### src/hdl/dssq_pkg.sv
package dssq_pkg;

  // default queue depth and register reset
  localparam int QUEUE_DEPTH_DEF = 16;
  localparam int TPS_W           = 16;
  localparam logic [TPS_W-1:0] TPS_RESET = 16'd1000;

  // field widths
  localparam int THREAD_W = 8;
  localparam int DELAY_W  = 16;
  localparam int TICK_W   = 32;
  localparam int OCC_W    = 5;

  // stream widths
  localparam int S_TDATA_W = THREAD_W + DELAY_W + TICK_W;
  localparam int S_TUSER_W = 1;
  localparam int M_TDATA_W = 16;
  localparam int M_PAD_W   = M_TDATA_W - THREAD_W - OCC_W;
  localparam int M_TUSER_W = 2;

  // operation carried in s_tuser
  typedef enum logic {
    OP_ADD  = 1'b0,
    OP_TAKE = 1'b1
  } op_t;

  // outcome of one item
  typedef enum logic [1:0] {
    RES_NONE,
    RES_ADDED,
    RES_REJECTED,
    RES_POPPED
  } res_t;

  // controller to datapath
  typedef struct packed {
    logic load;     // latch input fields
    logic mul;      // register delay * rate
    logic sum;      // register deadline, pointer to tail
    logic rd;       // read entry below next pointer
    logic rd_head;  // read head entry
    logic shift;    // move read entry up one place
    logic place;    // write new entry at pointer
    logic commit;   // load result, update count and head
    res_t res;
  } cmd_t;

  // datapath to controller
  typedef struct packed {
    logic full;
    logic empty;
    logic ptr_one;
    logic later;    // read deadline later than new deadline
    logic due;      // read deadline not later than now
    logic out_free;
  } sts_t;

endpackage

### src/hdl/dssq_ctrl.sv
module dssq_ctrl (
  input  logic              clk,
  input  logic              rst,
  input  logic              s_tvalid,
  input  dssq_pkg::op_t     op,
  output logic              s_tready,
  input  dssq_pkg::sts_t    sts,
  output dssq_pkg::cmd_t    cmd
);

  typedef enum logic [2:0] {
    IDLE,
    MUL,
    SUM,
    SHIFT,
    PLACE,
    HEAD,
    FIN
  } state_t;

  state_t           state, state_next;
  dssq_pkg::res_t   res, res_next;

  // state and outcome registers
  always_ff @(posedge clk) begin
    if (rst) begin
      state <= IDLE;
      res   <= dssq_pkg::RES_NONE;
    end else begin
      state <= state_next;
      res   <= res_next;
    end
  end

  assign s_tready = (state == IDLE);

  // sequencing of one item
  always_comb begin
    cmd        = '0;
    cmd.res    = res;
    state_next = state;
    res_next   = res;
    unique case (state)
      IDLE: begin
        if (s_tvalid) begin
          cmd.load = 1'b1;
          if (op == dssq_pkg::OP_TAKE) begin
            if (sts.empty) begin
              res_next   = dssq_pkg::RES_NONE;
              state_next = FIN;
            end else begin
              cmd.rd_head = 1'b1;
              state_next  = HEAD;
            end
          end else if (sts.full) begin
            res_next   = dssq_pkg::RES_REJECTED;
            state_next = FIN;
          end else begin
            state_next = MUL;
          end
        end
      end
      MUL: begin
        cmd.mul    = 1'b1;
        state_next = SUM;
      end
      SUM: begin
        cmd.sum = 1'b1;
        if (sts.empty) begin
          state_next = PLACE;
        end else begin
          cmd.rd     = 1'b1;
          state_next = SHIFT;
        end
      end
      // walk down from the tail while entries are later
      SHIFT: begin
        if (sts.later) begin
          cmd.shift = 1'b1;
          if (sts.ptr_one) begin
            state_next = PLACE;
          end else begin
            cmd.rd = 1'b1;
          end
        end else begin
          cmd.place  = 1'b1;
          res_next   = dssq_pkg::RES_ADDED;
          state_next = FIN;
        end
      end
      PLACE: begin
        cmd.place  = 1'b1;
        res_next   = dssq_pkg::RES_ADDED;
        state_next = FIN;
      end
      HEAD: begin
        res_next   = sts.due ? dssq_pkg::RES_POPPED : dssq_pkg::RES_NONE;
        state_next = FIN;
      end
      FIN: begin
        if (sts.out_free) begin
          cmd.commit = 1'b1;
          state_next = IDLE;
        end
      end
      default: state_next = IDLE;
    endcase
  end

endmodule

### src/hdl/dssq_dp.sv
module dssq_dp #(
  parameter int QUEUE_DEPTH = dssq_pkg::QUEUE_DEPTH_DEF
) (
  input  logic                              clk,
  input  logic                              rst,
  input  logic                              cfg_valid,
  input  logic [dssq_pkg::TPS_W-1:0]        cfg_data,
  input  logic [dssq_pkg::S_TDATA_W-1:0]    s_tdata,
  output logic                              m_tvalid,
  input  logic                              m_tready,
  output logic [dssq_pkg::M_TDATA_W-1:0]    m_tdata,
  output logic [dssq_pkg::M_TUSER_W-1:0]    m_tuser,
  input  dssq_pkg::cmd_t                    cmd,
  output dssq_pkg::sts_t                    sts
);

  localparam int IDX_W = (QUEUE_DEPTH > 1) ? $clog2(QUEUE_DEPTH) : 1;
  localparam int CNT_W = $clog2(QUEUE_DEPTH + 1);

  // ring buffer position of the k-th entry from the head
  function automatic logic [IDX_W-1:0] phys(input logic [IDX_W-1:0] base,
                                            input logic [IDX_W-1:0] k);
    logic [IDX_W:0] s;
    s = {1'b0, base} + {1'b0, k};
    if (s >= (IDX_W+1)'(QUEUE_DEPTH)) s = s - (IDX_W+1)'(QUEUE_DEPTH);
    return s[IDX_W-1:0];
  endfunction

  logic [dssq_pkg::TICK_W-1:0]   dl_mem [QUEUE_DEPTH];
  logic [dssq_pkg::THREAD_W-1:0] thr_mem [QUEUE_DEPTH];

  logic [dssq_pkg::TPS_W-1:0]    tps;
  logic [dssq_pkg::THREAD_W-1:0] thread_q;
  logic [dssq_pkg::DELAY_W-1:0]  delay_q;
  logic [dssq_pkg::TICK_W-1:0]   now_q;
  logic [dssq_pkg::TICK_W-1:0]   prod;
  logic [dssq_pkg::TICK_W-1:0]   deadline;
  logic [dssq_pkg::TICK_W-1:0]   rd_dl;
  logic [dssq_pkg::THREAD_W-1:0] rd_thr;
  logic [CNT_W-1:0]              count, count_next;
  logic [IDX_W-1:0]              head;
  logic [CNT_W-1:0]              ptr, ptr_next, ptr_rd;
  logic [IDX_W-1:0]              rd_addr, wr_addr;
  logic [dssq_pkg::TICK_W-1:0]   wr_dl;
  logic [dssq_pkg::THREAD_W-1:0] wr_thr;
  logic                          wr_en;
  logic                          popped, rejected;

  // rate register
  always_ff @(posedge clk) begin
    if (rst) begin
      tps <= dssq_pkg::TPS_RESET;
    end else if (cfg_valid) begin
      tps <= cfg_data;
    end
  end

  // input fields, product and deadline
  always_ff @(posedge clk) begin
    if (cmd.load) begin
      thread_q <= s_tdata[dssq_pkg::THREAD_W-1:0];
      delay_q  <= s_tdata[dssq_pkg::THREAD_W +: dssq_pkg::DELAY_W];
      now_q    <= s_tdata[dssq_pkg::THREAD_W + dssq_pkg::DELAY_W +: dssq_pkg::TICK_W];
    end
    if (cmd.mul) begin
      prod <= dssq_pkg::TICK_W'(delay_q) * dssq_pkg::TICK_W'(tps);
    end
    if (cmd.sum) begin
      deadline <= now_q + prod;
    end
  end

  // insertion pointer, counted from the head
  always_comb begin
    priority if (cmd.sum) begin
      ptr_next = count;
    end else if (cmd.shift) begin
      ptr_next = ptr - CNT_W'(1);
    end else begin
      ptr_next = ptr;
    end
  end

  assign ptr_rd  = ptr_next - CNT_W'(1);
  assign rd_addr = cmd.rd_head ? head : phys(head, ptr_rd[IDX_W-1:0]);
  assign wr_addr = phys(head, ptr[IDX_W-1:0]);
  assign wr_en   = cmd.shift | cmd.place;
  assign wr_dl   = cmd.shift ? rd_dl : deadline;
  assign wr_thr  = cmd.shift ? rd_thr : thread_q;

  always_ff @(posedge clk) begin
    ptr <= ptr_next;
  end

  // queue memories, one write and one registered read a cycle
  always_ff @(posedge clk) begin
    if (wr_en) begin
      dl_mem[wr_addr]  <= wr_dl;
      thr_mem[wr_addr] <= wr_thr;
    end
    if (cmd.rd | cmd.rd_head) begin
      rd_dl  <= dl_mem[rd_addr];
      rd_thr <= thr_mem[rd_addr];
    end
  end

  // count after this item
  assign popped   = (cmd.res == dssq_pkg::RES_POPPED);
  assign rejected = (cmd.res == dssq_pkg::RES_REJECTED);

  always_comb begin
    unique case (cmd.res)
      dssq_pkg::RES_ADDED:  count_next = count + CNT_W'(1);
      dssq_pkg::RES_POPPED: count_next = count - CNT_W'(1);
      default:              count_next = count;
    endcase
  end

  // queue bookkeeping
  always_ff @(posedge clk) begin
    if (rst) begin
      count <= '0;
      head  <= '0;
    end else if (cmd.commit) begin
      count <= count_next;
      if (popped) head <= phys(head, IDX_W'(1));
    end
  end

  // result register
  always_ff @(posedge clk) begin
    if (rst) begin
      m_tvalid <= 1'b0;
    end else if (cmd.commit) begin
      m_tvalid <= 1'b1;
    end else if (m_tready) begin
      m_tvalid <= 1'b0;
    end
  end

  always_ff @(posedge clk) begin
    if (cmd.commit) begin
      m_tdata <= {{dssq_pkg::M_PAD_W{1'b0}},
                  dssq_pkg::OCC_W'(count_next),
                  popped ? rd_thr : {dssq_pkg::THREAD_W{1'b0}}};
      m_tuser <= {rejected, popped};
    end
  end

  // status
  assign sts.full     = (count == CNT_W'(QUEUE_DEPTH));
  assign sts.empty    = (count == '0);
  assign sts.ptr_one  = (ptr == CNT_W'(1));
  assign sts.later    = (rd_dl > deadline);
  assign sts.due      = (rd_dl <= now_q);
  assign sts.out_free = ~m_tvalid | m_tready;

  // checks
  a_count_bound: assert property (@(posedge clk) disable iff (rst)
    count <= CNT_W'(QUEUE_DEPTH))
    else $error("entry count beyond queue depth");

  a_add_not_full: assert property (@(posedge clk) disable iff (rst)
    cmd.commit && cmd.res == dssq_pkg::RES_ADDED |-> !sts.full)
    else $error("insertion committed into a full queue");

  a_pop_not_empty: assert property (@(posedge clk) disable iff (rst)
    cmd.commit && popped |-> !sts.empty)
    else $error("pop committed from an empty queue");

  a_commit_shows: assert property (@(posedge clk) disable iff (rst)
    cmd.commit |=> m_tvalid)
    else $error("committed result not presented");

endmodule

### src/hdl/deadline_sorted_sleep_queue.sv
// Sleep queue of up to QUEUE_DEPTH thread ids kept in deadline order in a ring
// buffer memory. Each beat on the slave side gives exactly one result beat on
// the master side, once the result register can take it. A take checks the
// head against now_ticks and pops it if due. An add walks down from the tail
// past every queued entry whose deadline is later than the new one (at most
// QUEUE_DEPTH - 1), moving each up one place through the one read port and
// the one write port of the queue memory; a full queue rejects the add.
// Deadlines wrap modulo 2^32 and are compared unsigned. The ticks_per_second
// register is written through the cfg channel, is always ready, and should
// only change while the block is idle.
module deadline_sorted_sleep_queue #(
  parameter int QUEUE_DEPTH = dssq_pkg::QUEUE_DEPTH_DEF
) (
  input  logic                              clk,
  input  logic                              rst,
  // configuration: ticks_per_second
  input  logic                              cfg_valid,
  output logic                              cfg_ready,
  input  logic [dssq_pkg::TPS_W-1:0]        cfg_data,
  // slave side
  input  logic                              s_tvalid,
  output logic                              s_tready,
  input  logic [dssq_pkg::S_TDATA_W-1:0]    s_tdata,  // thread_id, delay_seconds, now_ticks
  input  logic [dssq_pkg::S_TUSER_W-1:0]    s_tuser,  // operation
  // master side
  output logic                              m_tvalid,
  input  logic                              m_tready,
  output logic [dssq_pkg::M_TDATA_W-1:0]    m_tdata,  // woken_thread, occupancy, zero pad
  output logic [dssq_pkg::M_TUSER_W-1:0]    m_tuser   // woken_valid, add_rejected
);

  dssq_pkg::cmd_t cmd;
  dssq_pkg::sts_t sts;

  assign cfg_ready = 1'b1;

  dssq_ctrl u_ctrl (
    .clk      (clk),
    .rst      (rst),
    .s_tvalid (s_tvalid),
    .op       (dssq_pkg::op_t'(s_tuser[0])),
    .s_tready (s_tready),
    .sts      (sts),
    .cmd      (cmd)
  );

  dssq_dp #(
    .QUEUE_DEPTH (QUEUE_DEPTH)
  ) u_dp (
    .clk       (clk),
    .rst       (rst),
    .cfg_valid (cfg_valid),
    .cfg_data  (cfg_data),
    .s_tdata   (s_tdata),
    .m_tvalid  (m_tvalid),
    .m_tready  (m_tready),
    .m_tdata   (m_tdata),
    .m_tuser   (m_tuser),
    .cmd       (cmd),
    .sts       (sts)
  );

endmodule

### config.mk
export PLATFORM = sky130hd
export DESIGN_NAME = deadline_sorted_sleep_queue
export DESIGN_NICKNAME = d
export VERILOG_FILES = /design/src/hdl/dssq_pkg.sv /design/src/hdl/dssq_ctrl.sv /design/src/hdl/dssq_dp.sv /design/src/hdl/deadline_sorted_sleep_queue.sv
export SDC_FILE = /design/constraint.sdc
export NUM_CORES = 2
export LEC_CHECK = 0
export BUFFER_PORTS_ARGS = -buffer_cell sky130_fd_sc_hd__buf_2
export CAP_MARGIN = 20
export CORE_ASPECT_RATIO = 1.2
export CORE_MARGIN = 2
export CORE_UTILIZATION = 40
export DETAILED_ROUTE_END_ITERATION = 8
export PLACE_DENSITY = 0.59
export SLEW_MARGIN = 5
export SYNTH_ARGS = -nofsm -noshare
export SYNTH_HDL_FRONTEND = slang
export SYNTH_SLANG_ARGS = --single-unit
### constraint.sdc
create_clock -name clk -period 8.3 [get_ports clk]
set_input_delay 0.83 -clock clk [delete_from_list [all_inputs] [get_ports clk]]
set_output_delay 0.83 -clock clk [all_outputs]
set_load 0.1 [all_outputs]
; Word level (Yosys, flattened, before mapping)
; Memory sizes are Yosys's and may differ from the RTL's. A register that Yosys moved wholly into a read port is not among the register bits.
; Index checks and enable logic that the tools add are counted.
[word_totals]
regBits = 171
ram_bits = 640
input_bits = 78
out_inout_bits = 21
word_cells = 109
memories = 2
[mem_list]
columns = name, depth, width, rd, rd_ports_with_merged_regs, write_ports, line
row1 = u_dp.dl_mem, 16, 32, 1, 1, 1, dssq_dp.sv:29  ; logic [dssq_pkg::TICK_W-1:0] dl_mem [QUEUE_DEPTH];
row2 = u_dp.thr_mem, 16, 8, 1, 1, 1, dssq_dp.sv:30  ; logic [dssq_pkg::THREAD_W-1:0] thr_mem [QUEUE_DEPTH];
[classes]
addsub = 11
n_mul = 1
n_lt_le_gt_ge = 5
eq_ne = 17
muxes = 46
n_bitwise = 4
n_reduce_logical = 8
[op_table]
columns = op, count
row1 = adder 32 bit, 1
row2 = > comparator 32 bit, 1
row3 = <= comparator 32 bit, 1
row4 = multiplier 16 x 16 -> 32 bit, 1
row5 = two-way mux 32 bit, 1
row6 = two-way mux 3 bit, 7
row7 = two-way mux 1 bit, 19
row8 = case mux 3 bit (6 select lines), 1
row9 = two-way mux 4 bit, 4
row10 = "subtractor 4 x 1 -> 4 bit, second input constant", 4
row11 = ">= comparator 5 bit, second input constant", 3
row12 = two-way mux 2 bit, 7
row13 = adder 4 x 4 -> 5 bit, 2
row14 = two-way mux 5 bit, 2
row15 = case mux 5 bit (2 select lines), 1
row16 = "subtractor 5 x 1 -> 5 bit, second input constant", 2
row17 = "equality test 3 bit, second input constant", 3
row18 = two-way mux 8 bit, 1
row19 = case mux 2 bit (4 select lines), 1
row20 = "equality test 3 x 2 -> 1 bit, second input constant", 2
row21 = "inequality test 2 bit, second input constant", 3
row22 = "adder 4 x 1 -> 5 bit, second input constant", 1
row23 = "adder 5 x 1 -> 5 bit, second input constant", 1
row24 = "equality test 5 x 1 -> 1 bit, second input constant", 1
row25 = other kinds (18), 22

; Depth between registers and ports, before layout
[depth]
depth_word = 10
mapped_depth = 26
depth_no_buf = 25

; By module
; Synthesis repeated with hierarchy kept, for this count alone.
[unflattened]
cells_unflattened = 2939
area_unflattened_um2 = 44056.0
[by_module_without_submodules]
columns = module, instances, cells_per_inst, area_each_um2, seq_area_each_um2
row1 = dssq_dp, 1, 2874, 43603.1, 25104.1
row2 = dssq_ctrl, 1, 63, 441.7, 100.1
row3 = deadline_sorted_sleep_queue, 1, 2, 11.3, 0.0

; Worst setup path before layout
; No wires, ideal clock.
[synth_timing]
kind = register to register
startpoint = register u_ctrl.state[2]
endpoint = register u_dp.rd_dl[27] (netlist bit), read port of u_dp.dl_mem (data pin)
t_arrival_ps = 6382
required_ps = 8028
path_slack_ps = 1646
path_stages_with_launch = 12
n_path_buf = 3
period_less_slack_ps = 6654
path_cell_list = dfxtp_1 clkbuf_1 nor3_1 and2_1 nand3b_1 mux2_2 clkbuf_1 clkbuf_1 and2_1 a211oi_1 a31oi_1 mux4_2
[synth_lines]
columns = item, line
row1 = start: declaration, dssq_ctrl.sv:21  ; state_t state, state_next;
row2 = start signal: assignment, dssq_ctrl.sv:30  ; state <= state_next;
row3 = zero test 3 bit *, --
row4 = via s_tready, deadline_sorted_sleep_queue.sv:22  ; output logic s_tready,
row5 = two-way mux 1 bit *, dssq_ctrl.sv:43  ; unique case (state)
row6 = two-way mux 4 bit / bitwise OR 1 bit (equally long branches), "dssq_dp.sv:85, dssq_dp.sv:101"
row7 = end: declaration, dssq_dp.sv:38  ; logic [dssq_pkg::TICK_W-1:0] rd_dl;
; The timed path passes the listed nets; every way through them passes the cells marked *.
; A chain may end at the register's enable or synchronous reset.

; Worst setup path in the final report
[layout_timing]
startpoint = register u_dp.tps[1] (netlist bit)
endpoint = register u_dp.prod[30] (netlist bit) (data pin)
[layout_between]
elab_chain_len = 1
[layout_lines]
columns = item, line
row1 = start: declaration, dssq_dp.sv:32  ; logic [dssq_pkg::TPS_W-1:0] tps;
row2 = start signal: assignment, dssq_dp.sv:52  ; tps <= dssq_pkg::TPS_RESET;
row3 = start signal: assignment, dssq_dp.sv:54  ; tps <= cfg_data;
row4 = multiplier 16 x 16 -> 32 bit, dssq_dp.sv:66  ; prod <= dssq_pkg::TICK_W'(delay_q) * dssq_pkg::TICK_W'(tps);
row5 = end signal: assignment, dssq_dp.sv:66
row6 = end: declaration, dssq_dp.sv:36  ; logic [dssq_pkg::TICK_W-1:0] prod;
; No other way between the ends.

==> reports/summary.txt <==
first-pass iteration count of the detailed router = 5
Initial Utilization = 0.402
Seq/Total Area, Yosys = 0.566
first-pass GRT wire length = 165000 µm
most frequent cell on the critical path = fa_1
Post-synth ARST share = 0
PD cells = 413 nW/µm²
Die H = 369 µm
CTS sink cnt = 851
post-synthesis cell type count = 69
1st-iter DRT viols = 2142
HPWL after DPL = 65400 µm
Root Buffer = clkbuf_16
main combinational cell family by area after synthesis = adder cells
xor-xnor portion of the synthesized cell area = 0.0158
Max Clock Skew = 0.0526 ns
critical path endpoint category = register
setup TNS = 0 ns
unrepaired setup endpoints after global routing = false
Syn Inst Count = 3498
share of the synthesized area in the top cell type = 0.550
Buf/Inv on CP = 3
Worst IR Drop VDD = 0.611 mV
H-tree depth = 3
most common cell in the synthesized netlist = edfxtp_1
core region area = 111000 µm²
min Tclk post-route = 7.16 ns
leakage power = 0.0188 µW
yosys warns = 0
biggest cell delay along the critical path = 0.73 ns
CP max-delay cell = dfxtp_1
CP arrival = 7.57 ns
Yosys reg bits = 851
# Max-Cap Violations = 0
# nets final = 4042
RePlAce Congestion = 0.807
Max-slew headroom = 0.243
# hold bufs at CTS = 0
crit-path cells = nand2_1, fa_1, inv_1, fa_1, ha_1, inv_1, fa_1, fa_1, inv_1, fa_1, ha_1, o21a_1, o21ai_0, a21boi_0, o211ai_1, o21ai_0, a221o_1, a31oi_1, o211ai_1, a31oi_1, o21ai_0, xor2_1
Tcrit/Tclk final = 0.863
Inst Count DP = 4962
compound-cell area share of the yosys netlist = 0.0837
status = completed
Via Count = 27300
most area-hungry cell type in the Yosys netlist = edfxtp_1
drt drc = 0
Final Max Tran Viols = 0
total track usage = 0.192
Synth Flop Type = edfxtp_1
Post-CTS Repair Setup Buffers = 0
Synth Area in Simple Gates = 0.106
antenna violations before repair = 2
Crit Path Class = register to register
final std cells w/o fill = 5122
Die X = 309 µm
delay-heaviest family, CP = adder cells
fmax = 140 MHz
Rows = 134
Via-to-Cell Ratio = 5.33
total congestion overflow = 0
number of global-route vias before repair = 27200
crit-path max FO = 17
Mapped Avg Cell Area = 12.7 µm²
cts repair resizes = 0
drt wl/cell = 21.3 µm
mux share of post-synthesis cell area = 0.0360
Critical Path RT = 8.70 ns
final hold viol count = 0
CTS tree = yes
final setup fails = 0
PortBufs = 94
Hold Crit Class = primary input to register
Mapped Area = 44500 µm²
crit start category = register
Skew-Pair Late Insertion Delay = 0.69 ns
final WL = 109000 µm
Max clock buf depth = 3
Area contributors post-synth = edfxtp_1 (55%), fa_1 (8.9%), ha_1 (6.0%)
measured slew at the worst slew-check pin = 1.14 ns
Post-synth top cells = edfxtp_1 (816), nand2_1 (513), inv_1 (330)
layout cell share with drive strength beyond 1 = 0.105
clk slew on worst S/H paths = 0.06 ns
Post-synth EDFFs = 816
Post-Synth Adder-Cell Area = 0.149
DRT antenna net count = 0
CTS Buf Count = 86
Die ar. = 114000 µm²
largest net degree at the start of global routing = 206
I/O pins = 99
P&R area growth vs syn = 11.5%
flip-flops by register name (all words and copies together), names as in the netlist:
signal and flops:
u_dp.ptr 5, u_dp.dl_mem 512, u_dp.deadline 32, u_ctrl.state 3, u_dp.thr_mem 128, u_dp.count 5
u_dp.rd_thr 8, u_dp.now_q 32, u_ctrl.res 2, u_dp.m_tvalid 1, u_dp.m_tuser 2, u_dp.rd_dl 32
u_dp.m_tdata 13, u_dp.prod 32, u_dp.delay_q 16, u_dp.tps 16, u_dp.head 4, u_dp.thread_q 8
cells in the final DEF, fill, tap and decap left out, types with 40 or more instances in the layout:
cell       count
and2_1       275
nor2_1        69
a21oi_1       72
mux4_2        40
a211oi_1     165
fa_1         198
a21o_1        46
inv_1        330
nand2_1      513
edfxtp_1     816
mux2_2        41
ha_1         212
clkbuf_16     86
xnor2_1       51
a31oi_1      172
buf_2         94
stage by stage:
| stage | power [µW] | hold WS (ns) | area (µm²) | worst slack [ns] | utilization |
|---|---|---|---|---|---|
| CTS | 20700 | 0.271 | 49600 | 1.22 | 0.448 |
| floorplan | 14200 | 0.477 | 44500 | 1.65 | - |
| detailed placement | 16700 | 0.531 | 46800 | 1.26 | 0.422 |
| global route | 22200 | 0.286 | 49600 | 0.668 | 0.448 |
| global placement | 16600 | 0.522 | 46800 | 1.39 | 0.422 |
| finish | 20500 | 0.325 | 49600 | 1.14 | 0.448 |
worst reg2reg max path, cell delays in order (launching register included):
cell	delay, ns
dfxtp_1	0.73
nand2_1	0.18
fa_1	0.57
inv_1	0.05
fa_1	0.53
ha_1	0.13
inv_1	0.05
fa_1	0.46
fa_1	0.55
inv_1	0.05
fa_1	0.44
ha_1	0.33
o21a_1	0.21
o21ai_0	0.41
a21boi_0	0.20
o211ai_1	0.19
o21ai_0	0.21
a221o_1	0.44
a31oi_1	0.37
o211ai_1	0.17
a31oi_1	0.30
o21ai_0	0.18
xor2_1	0.17
final timing paths:
check                      from               end  slack, ns  depth (start not counted)
hold reg to reg   u_dp.count[2]     u_dp.count[2]       0.54                          2
setup / recovery    u_dp.tps[1]     u_dp.prod[30]       1.14                         22
setup reg to reg    u_dp.tps[1]     u_dp.prod[30]       1.14                         22
hold / removal       s_tdata[6]  u_dp.thread_q[6]       0.32                          1
kinds of logic (layout without fill, tap and decap cells):
kind of cell | count (synthesis) | after routing
compound gates | 557 | 557
xor+xnor | 78 | 78
fa+ha+maj | 410 | 410
buf+inv | 499 | 624
flops | 851 | 851
mux | 104 | 104
other cells | 2 | 5
simple gates | 997 | 997
routing by layer:
layer	part of all wire	GRT usage
met1	0.43	0.257
met2	0.50	0.326
met3	0.046	0.0256
met4	0.025	0.0575
met5	0	0
cell type report:
class / instances / area, µm²
Fill cell: 10000 / 61200
Sequential cell: 851 / 25200
Multi-Input combinational cell: 2150 / 17600
Clock buffer: 98 / 2200
Tap cell: 1496 / 1870
Inverter: 332 / 1250
Timing Repair Buffer: 133 / 863
Clock inverter: 61 / 688
Antenna cell: 1 / 2.50
report_power, final:
group	total [µW]	switching (µW)	internal (µW)
Combinational	10400	6060	4310
Clock	3980	1710	2270
Sequential	6150	289	5860
Note: power is estimated with default switching activity, not from simulation.
